File: src/hdl/tcf_pkg.sv
// tcf_pkg: types and constants shared by the tilt complementary filter
// holds the payload structs, config register indexes and the cordic angle table
// no dependencies

package tcf_pkg;

    // payload of one input transfer
    typedef struct packed {
        logic signed [15:0] accel_x;
        logic signed [15:0] accel_y;
        logic signed [15:0] gyro_rate;
        logic        [31:0] time_us;
    } t_in_item;

    // payload of one output transfer
    typedef struct packed {
        logic signed [15:0] tilt_angle;
        logic signed [15:0] accel_angle;
        logic signed [15:0] rate_echo;
    } t_out_item;

    // config register indexes
    localparam logic [1:0] CFG_BLEND_GAIN  = 2'd0;
    localparam logic [1:0] CFG_ZERO_OFFSET = 2'd1;

    localparam logic [15:0] GAIN_RESET   = 16'd2621;
    localparam logic [15:0] OFFSET_RESET = 16'd0;

    // cordic vector width: 16 bit counts scaled by 256, quarter turn, gain headroom
    localparam int CW = 28;
    typedef logic signed [CW-1:0] t_vec;

    // serial multiplier and divider sizes
    localparam int MUL_BITS = 16;
    localparam int PROD_W   = 48;
    localparam int NUM_W    = 52;

    // rate*dt*16 + 703125, divided by 1406250, gives the rounded angle step
    localparam logic [20:0] STEP_DIV   = 21'd1406250;
    localparam logic [51:0] STEP_ROUND = 52'd703125;

    localparam logic [31:0] QUARTER_POS = 32'h4000_0000;
    localparam logic [31:0] QUARTER_NEG = 32'hC000_0000;

    // atan(2^-i), 2^32 units per turn
    function automatic logic [31:0] atan_turn(input logic [4:0] idx);
        logic [31:0] v;
        case (idx)
            5'd0:    v = 32'd536870912;
            5'd1:    v = 32'd316933406;
            5'd2:    v = 32'd167458907;
            5'd3:    v = 32'd85004756;
            5'd4:    v = 32'd42667331;
            5'd5:    v = 32'd21354465;
            5'd6:    v = 32'd10679838;
            5'd7:    v = 32'd5340245;
            5'd8:    v = 32'd2670163;
            5'd9:    v = 32'd1335087;
            5'd10:   v = 32'd667544;
            5'd11:   v = 32'd333772;
            5'd12:   v = 32'd166886;
            5'd13:   v = 32'd83443;
            5'd14:   v = 32'd41722;
            5'd15:   v = 32'd20861;
            5'd16:   v = 32'd10430;
            5'd17:   v = 32'd5215;
            5'd18:   v = 32'd2608;
            5'd19:   v = 32'd1304;
            5'd20:   v = 32'd652;
            5'd21:   v = 32'd326;
            5'd22:   v = 32'd163;
            5'd23:   v = 32'd81;
            default: v = 32'd0;
        endcase
        return v;
    endfunction

endpackage

File: src/hdl/tilt_complementary_filter_unit.sv
// tilt_complementary_filter_unit: top level of the tilt complementary filter
// iterative cordic atan2, bit-serial multiplier and restoring divider
// depends on tcf_pkg
//
// Usage:
//   input channel  i_in_valid / o_in_ready carries accel x/y, gyro rate and a
//   microsecond timestamp; output channel o_out_valid / i_out_ready carries the
//   filtered tilt angle, the offset-corrected accel angle and the rate echo.
//   Config writes (i_cfg_we, i_cfg_idx, i_cfg_data) land in the cycle after the write.
//   One sample is worked on at a time: cordic, rate*dt multiply, the step
//   divider (one quotient bit a cycle), the blend multiply and control; the
//   next input is taken only once the result has gone to the output register.
//   The first sample after reset only seeds the angle and gives no result.
//   Reset clears the time and angle, arms the first-sample flag and loads the
//   default gain and offset. A stalled receiver holds the result in the output
//   register; the next sample is still taken and worked on, and only its final
//   step waits for the output register to free up.

module tilt_complementary_filter_unit #(
    parameter int CORDIC_STEPS = 16
) (
    input  logic              i_clk,
    input  logic              i_rst_n,
    input  logic              i_in_valid,
    output logic              o_in_ready,
    input  tcf_pkg::t_in_item i_in,
    output logic              o_out_valid,
    input  logic              i_out_ready,
    output tcf_pkg::t_out_item o_out,
    input  logic              i_cfg_we,
    input  logic [1:0]        i_cfg_idx,
    input  logic [15:0]       i_cfg_data
);

    localparam logic [2:0] ST_IDLE = 3'd0;
    localparam logic [2:0] ST_CORD = 3'd1;
    localparam logic [2:0] ST_ZCAL = 3'd2;
    localparam logic [2:0] ST_MUL1 = 3'd3;
    localparam logic [2:0] ST_DLOD = 3'd4;
    localparam logic [2:0] ST_DIV  = 3'd5;
    localparam logic [2:0] ST_ERR  = 3'd6;
    localparam logic [2:0] ST_MUL2 = 3'd7;

    // control state
    logic [2:0]  r_state, n_state;
    logic        r_fin, n_fin;
    logic        r_out_valid, n_out_valid;
    logic        r_first, n_first;
    logic [31:0] r_last_time, n_last_time;
    logic [15:0] r_last_angle, n_last_angle;
    logic [15:0] r_gain, n_gain;
    logic [15:0] r_offset, n_offset;
    logic [5:0]  r_cnt, n_cnt;

    // datapath
    tcf_pkg::t_vec      r_re, n_re;
    tcf_pkg::t_vec      r_im, n_im;
    logic [31:0]        r_acc, n_acc;
    logic               r_zero, n_zero;
    logic [15:0]        r_rate, n_rate;
    logic [31:0]        r_dt, n_dt;
    logic [15:0]        r_z, n_z;
    logic [tcf_pkg::PROD_W-1:0] r_prod, n_prod;
    logic [15:0]        r_mplier, n_mplier;
    logic [tcf_pkg::NUM_W-1:0]  r_num, n_num;
    logic [20:0]        r_rem, n_rem;
    logic [15:0]        r_q, n_q;
    logic [15:0]        r_pred, n_pred;
    logic               r_err_neg, n_err_neg;
    tcf_pkg::t_out_item r_out, n_out;

    // combinational helpers
    tcf_pkg::t_vec w_cs, w_sn, w_dr, w_di;
    logic [31:0] w_tab, w_acc_rnd, w_mcand, w_round;
    logic [15:0] w_zraw, w_z, w_rate_abs, w_step, w_pred, w_err, w_cmag, w_corr, w_tilt;
    logic [32:0] w_sum;
    logic [21:0] w_trial, w_trial_sub;
    logic        w_ge, w_slot_free, w_in_xfer;

    assign o_in_ready  = (r_state == ST_IDLE) && !r_fin;
    assign o_out_valid = r_out_valid;
    assign o_out       = r_out;

    assign w_in_xfer   = i_in_valid && o_in_ready;
    assign w_slot_free = !r_out_valid || i_out_ready;

    // vector scaled by 256
    assign w_cs = {{(tcf_pkg::CW-24){i_in.accel_y[15]}}, i_in.accel_y, 8'h00};
    assign w_sn = {{(tcf_pkg::CW-24){i_in.accel_x[15]}}, i_in.accel_x, 8'h00};

    assign w_dr  = r_im >>> r_cnt[4:0];
    assign w_di  = r_re >>> r_cnt[4:0];
    assign w_tab = tcf_pkg::atan_turn(r_cnt[4:0]);

    assign w_acc_rnd = r_acc + 32'h0000_8000;
    assign w_zraw    = r_zero ? 16'h0000 : w_acc_rnd[31:16];
    assign w_z       = w_zraw - r_offset;

    assign w_rate_abs = r_rate[15] ? 16'(-r_rate) : r_rate;

    // shift-add multiplier, one multiplier bit a cycle
    assign w_mcand = (r_state == ST_MUL1) ? r_dt : {16'h0000, r_gain};
    assign w_sum   = {1'b0, r_prod[tcf_pkg::PROD_W-1:16]}
                   + (r_mplier[0] ? {1'b0, w_mcand} : 33'd0);

    // restoring divider, one quotient bit a cycle
    assign w_trial     = {r_rem, r_num[tcf_pkg::NUM_W-1]};
    assign w_ge        = w_trial >= {1'b0, tcf_pkg::STEP_DIV};
    assign w_trial_sub = w_trial - {1'b0, tcf_pkg::STEP_DIV};

    assign w_step = r_rate[15] ? 16'(-r_q) : r_q;
    assign w_pred = r_last_angle + w_step;
    assign w_err  = r_z - w_pred;

    assign w_round = r_prod[31:0] + 32'h0000_8000;
    assign w_cmag  = w_round[31:16];
    assign w_corr  = r_err_neg ? 16'(-w_cmag) : w_cmag;
    assign w_tilt  = r_pred + w_corr;

    always_comb begin
        n_state      = r_state;
        n_fin        = r_fin;
        n_out_valid  = r_out_valid;
        n_first      = r_first;
        n_last_time  = r_last_time;
        n_last_angle = r_last_angle;
        n_gain       = r_gain;
        n_offset     = r_offset;
        n_cnt        = r_cnt;
        n_re         = r_re;
        n_im         = r_im;
        n_acc        = r_acc;
        n_zero       = r_zero;
        n_rate       = r_rate;
        n_dt         = r_dt;
        n_z          = r_z;
        n_prod       = r_prod;
        n_mplier     = r_mplier;
        n_num        = r_num;
        n_rem        = r_rem;
        n_q          = r_q;
        n_pred       = r_pred;
        n_err_neg    = r_err_neg;
        n_out        = r_out;

        if (r_out_valid && i_out_ready) begin
            n_out_valid = 1'b0;
        end

        if (i_cfg_we) begin
            case (i_cfg_idx)
                tcf_pkg::CFG_BLEND_GAIN:  n_gain   = i_cfg_data;
                tcf_pkg::CFG_ZERO_OFFSET: n_offset = i_cfg_data;
                default: ;
            endcase
        end

        if (r_fin) begin
            // blend result waits here for the output register
            if (w_slot_free) begin
                n_out.tilt_angle  = w_tilt;
                n_out.accel_angle = r_z;
                n_out.rate_echo   = r_rate;
                n_out_valid       = 1'b1;
                n_last_angle      = w_tilt;
                n_fin             = 1'b0;
            end
        end else begin
            case (r_state)
                ST_IDLE: begin
                    if (w_in_xfer) begin
                        n_zero      = (i_in.accel_x == 16'sd0) && (i_in.accel_y == 16'sd0);
                        n_rate      = i_in.gyro_rate;
                        n_dt        = i_in.time_us - r_last_time;
                        n_last_time = i_in.time_us;
                        n_cnt       = 6'd0;
                        // left half plane: turn a quarter into the right half
                        if (w_cs[tcf_pkg::CW-1]) begin
                            if (!w_sn[tcf_pkg::CW-1]) begin
                                n_re  = w_sn;
                                n_im  = -w_cs;
                                n_acc = tcf_pkg::QUARTER_POS;
                            end else begin
                                n_re  = -w_sn;
                                n_im  = w_cs;
                                n_acc = tcf_pkg::QUARTER_NEG;
                            end
                        end else begin
                            n_re  = w_cs;
                            n_im  = w_sn;
                            n_acc = 32'd0;
                        end
                        n_state = ST_CORD;
                    end
                end
                ST_CORD: begin
                    if (!r_im[tcf_pkg::CW-1]) begin
                        n_re  = r_re + w_dr;
                        n_im  = r_im - w_di;
                        n_acc = r_acc + w_tab;
                    end else begin
                        n_re  = r_re - w_dr;
                        n_im  = r_im + w_di;
                        n_acc = r_acc - w_tab;
                    end
                    n_cnt = r_cnt + 6'd1;
                    if (r_cnt == 6'(CORDIC_STEPS - 1)) begin
                        n_state = ST_ZCAL;
                    end
                end
                ST_ZCAL: begin
                    n_z = w_z;
                    if (r_first) begin
                        n_last_angle = w_z;
                        n_first      = 1'b0;
                        n_state      = ST_IDLE;
                    end else begin
                        n_prod   = '0;
                        n_mplier = w_rate_abs;
                        n_cnt    = 6'd0;
                        n_state  = ST_MUL1;
                    end
                end
                ST_MUL1, ST_MUL2: begin
                    n_prod   = {w_sum, r_prod[15:1]};
                    n_mplier = {1'b0, r_mplier[15:1]};
                    n_cnt    = r_cnt + 6'd1;
                    if (r_cnt == 6'(tcf_pkg::MUL_BITS - 1)) begin
                        if (r_state == ST_MUL1) begin
                            n_state = ST_DLOD;
                        end else begin
                            n_state = ST_IDLE;
                            n_fin   = 1'b1;
                        end
                    end
                end
                ST_DLOD: begin
                    n_num   = {r_prod, 4'h0} + tcf_pkg::STEP_ROUND;
                    n_rem   = 21'd0;
                    n_cnt   = 6'd0;
                    n_state = ST_DIV;
                end
                ST_DIV: begin
                    n_rem = w_ge ? w_trial_sub[20:0] : w_trial[20:0];
                    n_q   = {r_q[14:0], w_ge};
                    n_num = {r_num[tcf_pkg::NUM_W-2:0], 1'b0};
                    n_cnt = r_cnt + 6'd1;
                    if (r_cnt == 6'(tcf_pkg::NUM_W - 1)) begin
                        n_state = ST_ERR;
                    end
                end
                ST_ERR: begin
                    n_pred    = w_pred;
                    n_err_neg = w_err[15];
                    n_mplier  = w_err[15] ? 16'(-w_err) : w_err;
                    n_prod    = '0;
                    n_cnt     = 6'd0;
                    n_state   = ST_MUL2;
                end
                default: begin
                    n_state = ST_IDLE;
                end
            endcase
        end
    end

    always_ff @(posedge i_clk) begin
        if (!i_rst_n) begin
            r_state      <= ST_IDLE;
            r_fin        <= 1'b0;
            r_out_valid  <= 1'b0;
            r_first      <= 1'b1;
            r_last_time  <= 32'd0;
            r_last_angle <= 16'd0;
            r_gain       <= tcf_pkg::GAIN_RESET;
            r_offset     <= tcf_pkg::OFFSET_RESET;
            r_cnt        <= 6'd0;
        end else begin
            r_state      <= n_state;
            r_fin        <= n_fin;
            r_out_valid  <= n_out_valid;
            r_first      <= n_first;
            r_last_time  <= n_last_time;
            r_last_angle <= n_last_angle;
            r_gain       <= n_gain;
            r_offset     <= n_offset;
            r_cnt        <= n_cnt;
        end
    end

    always_ff @(posedge i_clk) begin
        r_re      <= n_re;
        r_im      <= n_im;
        r_acc     <= n_acc;
        r_zero    <= n_zero;
        r_rate    <= n_rate;
        r_dt      <= n_dt;
        r_z       <= n_z;
        r_prod    <= n_prod;
        r_mplier  <= n_mplier;
        r_num     <= n_num;
        r_rem     <= n_rem;
        r_q       <= n_q;
        r_pred    <= n_pred;
        r_err_neg <= n_err_neg;
        r_out     <= n_out;
    end

endmodule

File: config.mk
export PLATFORM = sky130hd
export DESIGN_NAME = tilt_complementary_filter_unit
export DESIGN_NICKNAME = d
export VERILOG_FILES = /design/src/hdl/tcf_pkg.sv /design/src/hdl/tilt_complementary_filter_unit.sv
export SDC_FILE = /design/constraint.sdc
export NUM_CORES = 2
export LEC_CHECK = 0
export ABC_AREA = 1
export ABC_CLOCK_PERIOD_IN_PS = 7300
export BUFFER_PORTS_ARGS = -buffer_cell sky130_fd_sc_hd__buf_2
export CAP_MARGIN = 25
export CORE_MARGIN = 10
export CORE_UTILIZATION = 25
export CTS_BUF_LIST = sky130_fd_sc_hd__clkbuf_4 sky130_fd_sc_hd__clkbuf_8 sky130_fd_sc_hd__clkbuf_16
export CTS_CLUSTER_SIZE = 20
export DETAILED_ROUTE_END_ITERATION = 10
export PLACE_DENSITY = 0.38
export REMOVE_ABC_BUFFERS = 1
export SLEW_MARGIN = 5
export SYNTH_ARGS = -nofsm -noshare
export SYNTH_HDL_FRONTEND = slang
export SYNTH_SLANG_ARGS = --single-unit
File: constraint.sdc
create_clock -name i_clk -period 7.3 [get_ports i_clk]
set_input_delay 0.73 -clock i_clk [delete_from_list [all_inputs] [get_ports i_clk]]
set_output_delay 0.73 -clock i_clk [all_outputs]
set_load 0.05 [all_outputs]
# == Word level (Yosys, flattened, before mapping) ==
# Memories as Yosys holds them, arrays and structs flattened. A register that Yosys moved wholly into a read port is not among the register bits.
# Index checks and enable logic that the tools add are counted.
# op_classes
n_shift,2
n_mul,0
n_addsub,23
bitwise_logic,1
magnitude_cmp,1
n_div,0
muxes,53
n_eq_ne,16
reduce_logical,32
# ops
op,n
$mux W28,8
$mux W32,6
$mux W16,10
$pmux W48 S3,1
$pmux W28 S2,2
$pmux W52 S2,1
$add A32 B16 Y32 const B,2
$neg A16 Y16,4
$pmux W32 S2,1
$sub A32 B32 Y32,2
$add A28 B28 Y28,2
$neg A24 Y28,2
$sshr A28 B5 Y28,2
$sub A28 B28 Y28,2
$add A52 B20 Y52 const B,1
$mux W48,1
$pmux W16 S3,1
$pmux W21 S2,1
$add A32 B32 Y33,1
$add A16 B16 Y16,2
$add A32 B32 Y32,1
$logic_not A16 Y1,2
$sub A16 B16 Y16,2
$pmux W6 S4,1
other kinds (31),70
# word_totals
reg_bits,463
mem_bits_rw,0
elab_cells,155
output_inout_bits,50
latch_bits,0
inputBits,103
n_memories,1
mem_bits_ro,960
# mem_list
name,words,width,rd,rd_clocked_by_memory_dff,write_ports,line,source
(no name shown),32,30,1,1,0,tcf_pkg.sv:48,case (idx)

# == Depth between registers and ports, before layout ==
# logic_depth
depth_word,7
depth_mapped,33
depth_no_buf,32

# == Worst setup path before layout ==
# OpenSTA, ideal clock, no wires.
# synth_path
path_type,flip-flop to flip-flop
from,reg r_fin
to,reg r_num[0] (netlist name) (enable)
required_time_ns,6.706
path_buffers,2
arrival_time_ns,5.729
setup_slack_ns,0.978
path_stages_with_launch,4
setup_ns,0.594
path_cell_list,dfxtp_1 clkbuf_1 clkbuf_1 nor3_1
# synth_between
elab_chain_cells,2
# synth_rtl
item,line,source
start: declaration,tilt_complementary_filter_unit.sv:46,"logic r_fin, n_fin;"
start signal: assignment,tilt_complementary_filter_unit.sv:280,r_fin <= n_fin;
$not A1 Y1 (no line),-,
$reduce_and A2 Y1 (no line),-,
end signal: assignment,tilt_complementary_filter_unit.sv:301,r_num <= n_num;
end: declaration,tilt_complementary_filter_unit.sv:65,"logic [tcf_pkg::NUM_W-1:0] r_num, n_num;"
# No other way between the ends.
# A chain may end at the register's enable or synchronous reset.

# == Worst setup path after layout ==
# layout_path
from,reg r_cnt[0]
to,"reg r_im[19], data pin"
# layout_between
elab_chain_cells,4
# layout_rtl
item,line,source
start: declaration,tilt_complementary_filter_unit.sv:53,"logic [5:0] r_cnt, n_cnt;"
start signal: assignment,tilt_complementary_filter_unit.sv:287,r_cnt <= n_cnt;
$sshr A28 B5 Y28 *,tilt_complementary_filter_unit.sv:92,assign w_di = r_re >>> r_cnt[4:0];
$sub A28 B28 Y28 or $add A28 B28 Y28 (tied branches),"tilt_complementary_filter_unit.sv:199, tilt_complementary_filter_unit.sv:203",
$mux W28 *,tilt_complementary_filter_unit.sv:197,if (!r_im[tcf_pkg::CW-1]) begin
$pmux W28 S2 *,tilt_complementary_filter_unit.sv:169,case (r_state)
end signal: assignment,tilt_complementary_filter_unit.sv:293,r_im <= n_im;
end: declaration,tilt_complementary_filter_unit.sv:57,"tcf_pkg::t_vec r_im, n_im;"
# Mark *: on every way between the ends. The rest lies on a longest branch, timed or not.

==> flow_summary.toml <==
[synth]
post_synth_inst_count = 5261
yosys-mux-area-fraction_pct = 0.0260
synth-seq-area-share_pct = 35.2
synth_fa_ha_area_share_pct = 7.90
synth_top_family_by_area = "simple AND/OR/NAND/NOR gates"
async_flop_share_pct = 0
yosysUniqueCellTypes = 78
synth-compound-area-share_pct = 17.3
yosys.area_share.simple_pct = 25.2
synth_area_leader_cell = "edfxtp_1"
yosys.cell_count.top_type = "nand2_1"
yosys.area.top_type_share_pct = 28.9
synth_area_per_cell_um2 = 7.33
syn_area_um2 = 38500
synth_ff_type = "edfxtp_1"
yosys-top-cells-count = "1,223 x nand2_1, 646 x inv_1, 458 x nor2_1"
synth_xor_area_share_pct = 5.90
synthTopCellsByArea = "edfxtp_1 29%, nand2_1 12%, ha_1 7.4%"
synth-edff-count = 371
yosys_warnings = 0
ys_ff_latch = 493

[sta]
post-route-period-util_pct = 76.4
finalSetupViolCount = 0
min_period_ps = 5580
hold_viol = 0
worst_clock_skew_ps = 53.5
tightest_slew_ps = 990
final.setup.tns_ps = 0
max_slew_margin_pct = 33.5
fmax_mhz = 179
rsz0062_at_grt = "false"
final-max-slew-violation-count = 0

[worst_hold_path]
min_to = "r_rate[4]"
min_from = "i_in[36]"
whs_path_depth = 1
hold_path_class = "in2reg"

[floorplan]
rows = 144
die_area_um2 = 170000
die_y_um = 413
io-pin-count = 153
die_w_um = 413
coreArea_um2 = 154000
start_util_pct = 25.1

[flow_run]
cap_violations = 0

[setup_path]
rr_startpoint = "r_cnt[0]"
slowest_delay_ps = 790
end_kind = "flip-flop"
path_class = "reg2reg"
rr_worst_depth = 28
r2r_end = "r_im[19]"
arrival_ps = 5990
crit_start = "r_cnt[0]"
r2r_setup_slack_ps = 1720
worst-path-buf-inv = 4
worstPathRequired_ps = 7710
slowest_stage = "dfxtp_2"
critPathTopFamily = "compound AO/OA/AOI/OAI gates"
cp_max_fo = 38
crit_top_cell = "nand2_1"
critPathLaunchType = "flip-flop"

[power_and_ir_drop]
power_density_nw_per_um2 = 508
total_leakage_power_nw = 19.1
ir_drop_mv = 0.248
p_total_w = 0.0223

[place]
gp_congestion = 0.883
dp.final_hpwl_um = 107000
port_buffers = 152

[final_layout]
final_nets = 5722
drive_gt1_share_pct = 8.97
area_delta_synth_final_pct = 14.1
n_fill_cell = 16900
n_antenna_cell = 0
final_util_pct = 28.6

[route]
wire_per_inst_um = 18.1
drt-initial-drc-count = 2238
routed_wl_um = 135000
viasPerCell = 4.69
dr.pass1.iters = 6
vias = 35100
ant_nets = 0
drcViolationCount = 0

[global_routing]
grt_max_degree = 88
antenna_found_initial = 3
grt_pass1_wl_um = 206000
grt_pass1_vias = 34200
gr-total-overflow = 0
grt_usage_pct = 15.4

[clocking]
cts_sinks = 493
cts_made_buffers = 70
cts_resized = 0
cts_max_level = 3
cts_root_buf = "clkbuf_16"
clock_latency_ps = 700
clk_pin_slew_ps = 60
post_cts_buffers = 0
cts_tree = "done"
postCtsHoldBufs = 0
clk_path_buf_depth = 3

[outcome]
status = "completed"
==> through the flow <==
step	std cells	hold slack, ps	area [um^2]	setup slack [ps]
after CTS	7482	144	44000	1790
final	7482	210	44000	1720
after floorplan	5114	424	37800	1130
after detailed placement	7353	443	41500	1790
after global placement	7353	436	41500	1890
after global routing	7482	162	44000	1150
==> area by class of cell <==
class	count	area, um^2	area share (%)
multi-input combinational	3946	21700	49.4
clock buffer	93	2000	4.54
inverter	675	2540	5.78
sequential	493	13600	30.9
clock inverter	36	489	1.11
timing repair buffer	195	1080	2.46
tap	2044	2560	5.82
==> report_power, final <==
part	internal [W]	total, W	switching [W]	leakage, nW
combinational	0.00449	0.0138	0.00934	13.4
clock	0.00215	0.00364	0.00149	1.22
sequential	0.00415	0.00487	0.000716	4.48
total	0.0108	0.0223	0.0115	19.1
==> cell usage in the layout (no fill, tap or decap), drive strengths merged, types with 82 or more instances in the layout <==
master,count
nand3,289
inv,672
nor2,478
edfxtp,371
buf,195
xnor2,82
nor3,115
dfxtp,122
o21ai,523
a21oi,434
clkbuf,93
xor2,174
nand2,1262
ha,229
==> kinds of logic after synthesis <==
| group | Yosys count |
|---|---|
| flops | 493 |
| mux | 1 |
| buf+inv | 822 |
| fa+ha+maj | 238 |
| simple gates | 2269 |
| compound gates | 1182 |
| xor+xnor | 256 |
==> layer usage <==
| layer | track usage (%) | share of wire, % | routed length, um |
|---|---|---|---|
| met5 | 0 | 0.0096 | 13 |
| met4 | 3.82 | 2.4 | 3290 |
| met3 | 2.38 | 3.8 | 5200 |
| met2 | 25.4 | 46 | 61900 |
| met1 | 21.0 | 48 | 64800 |
==> registers in the layout (all words and copies together), names as in the netlist, 6 cells and up <==
register,cells
r_rate,16
r_rem,21
r_offset,16
r_gain,16
r_num,52
r_cnt,6
r_prod,48
r_pred,16
r_last_time,32
r_im,28
r_z,16
r_q,16
r_re,28
r_last_angle,16
o_out,48
w_tab,30
r_mplier,16
r_dt,32
r_acc,32
==> how the worst max path moves through the flow <==
stage	cells after the start	endpoint
CTS	28	r_im[19]
global placement	28	r_im[21]
detailed placement	28	r_im[19]
floorplan	1	r_num[0]
finish	28	r_im[19]
global route	28	r_im[20]
Power figures use the tool's default switching activity.
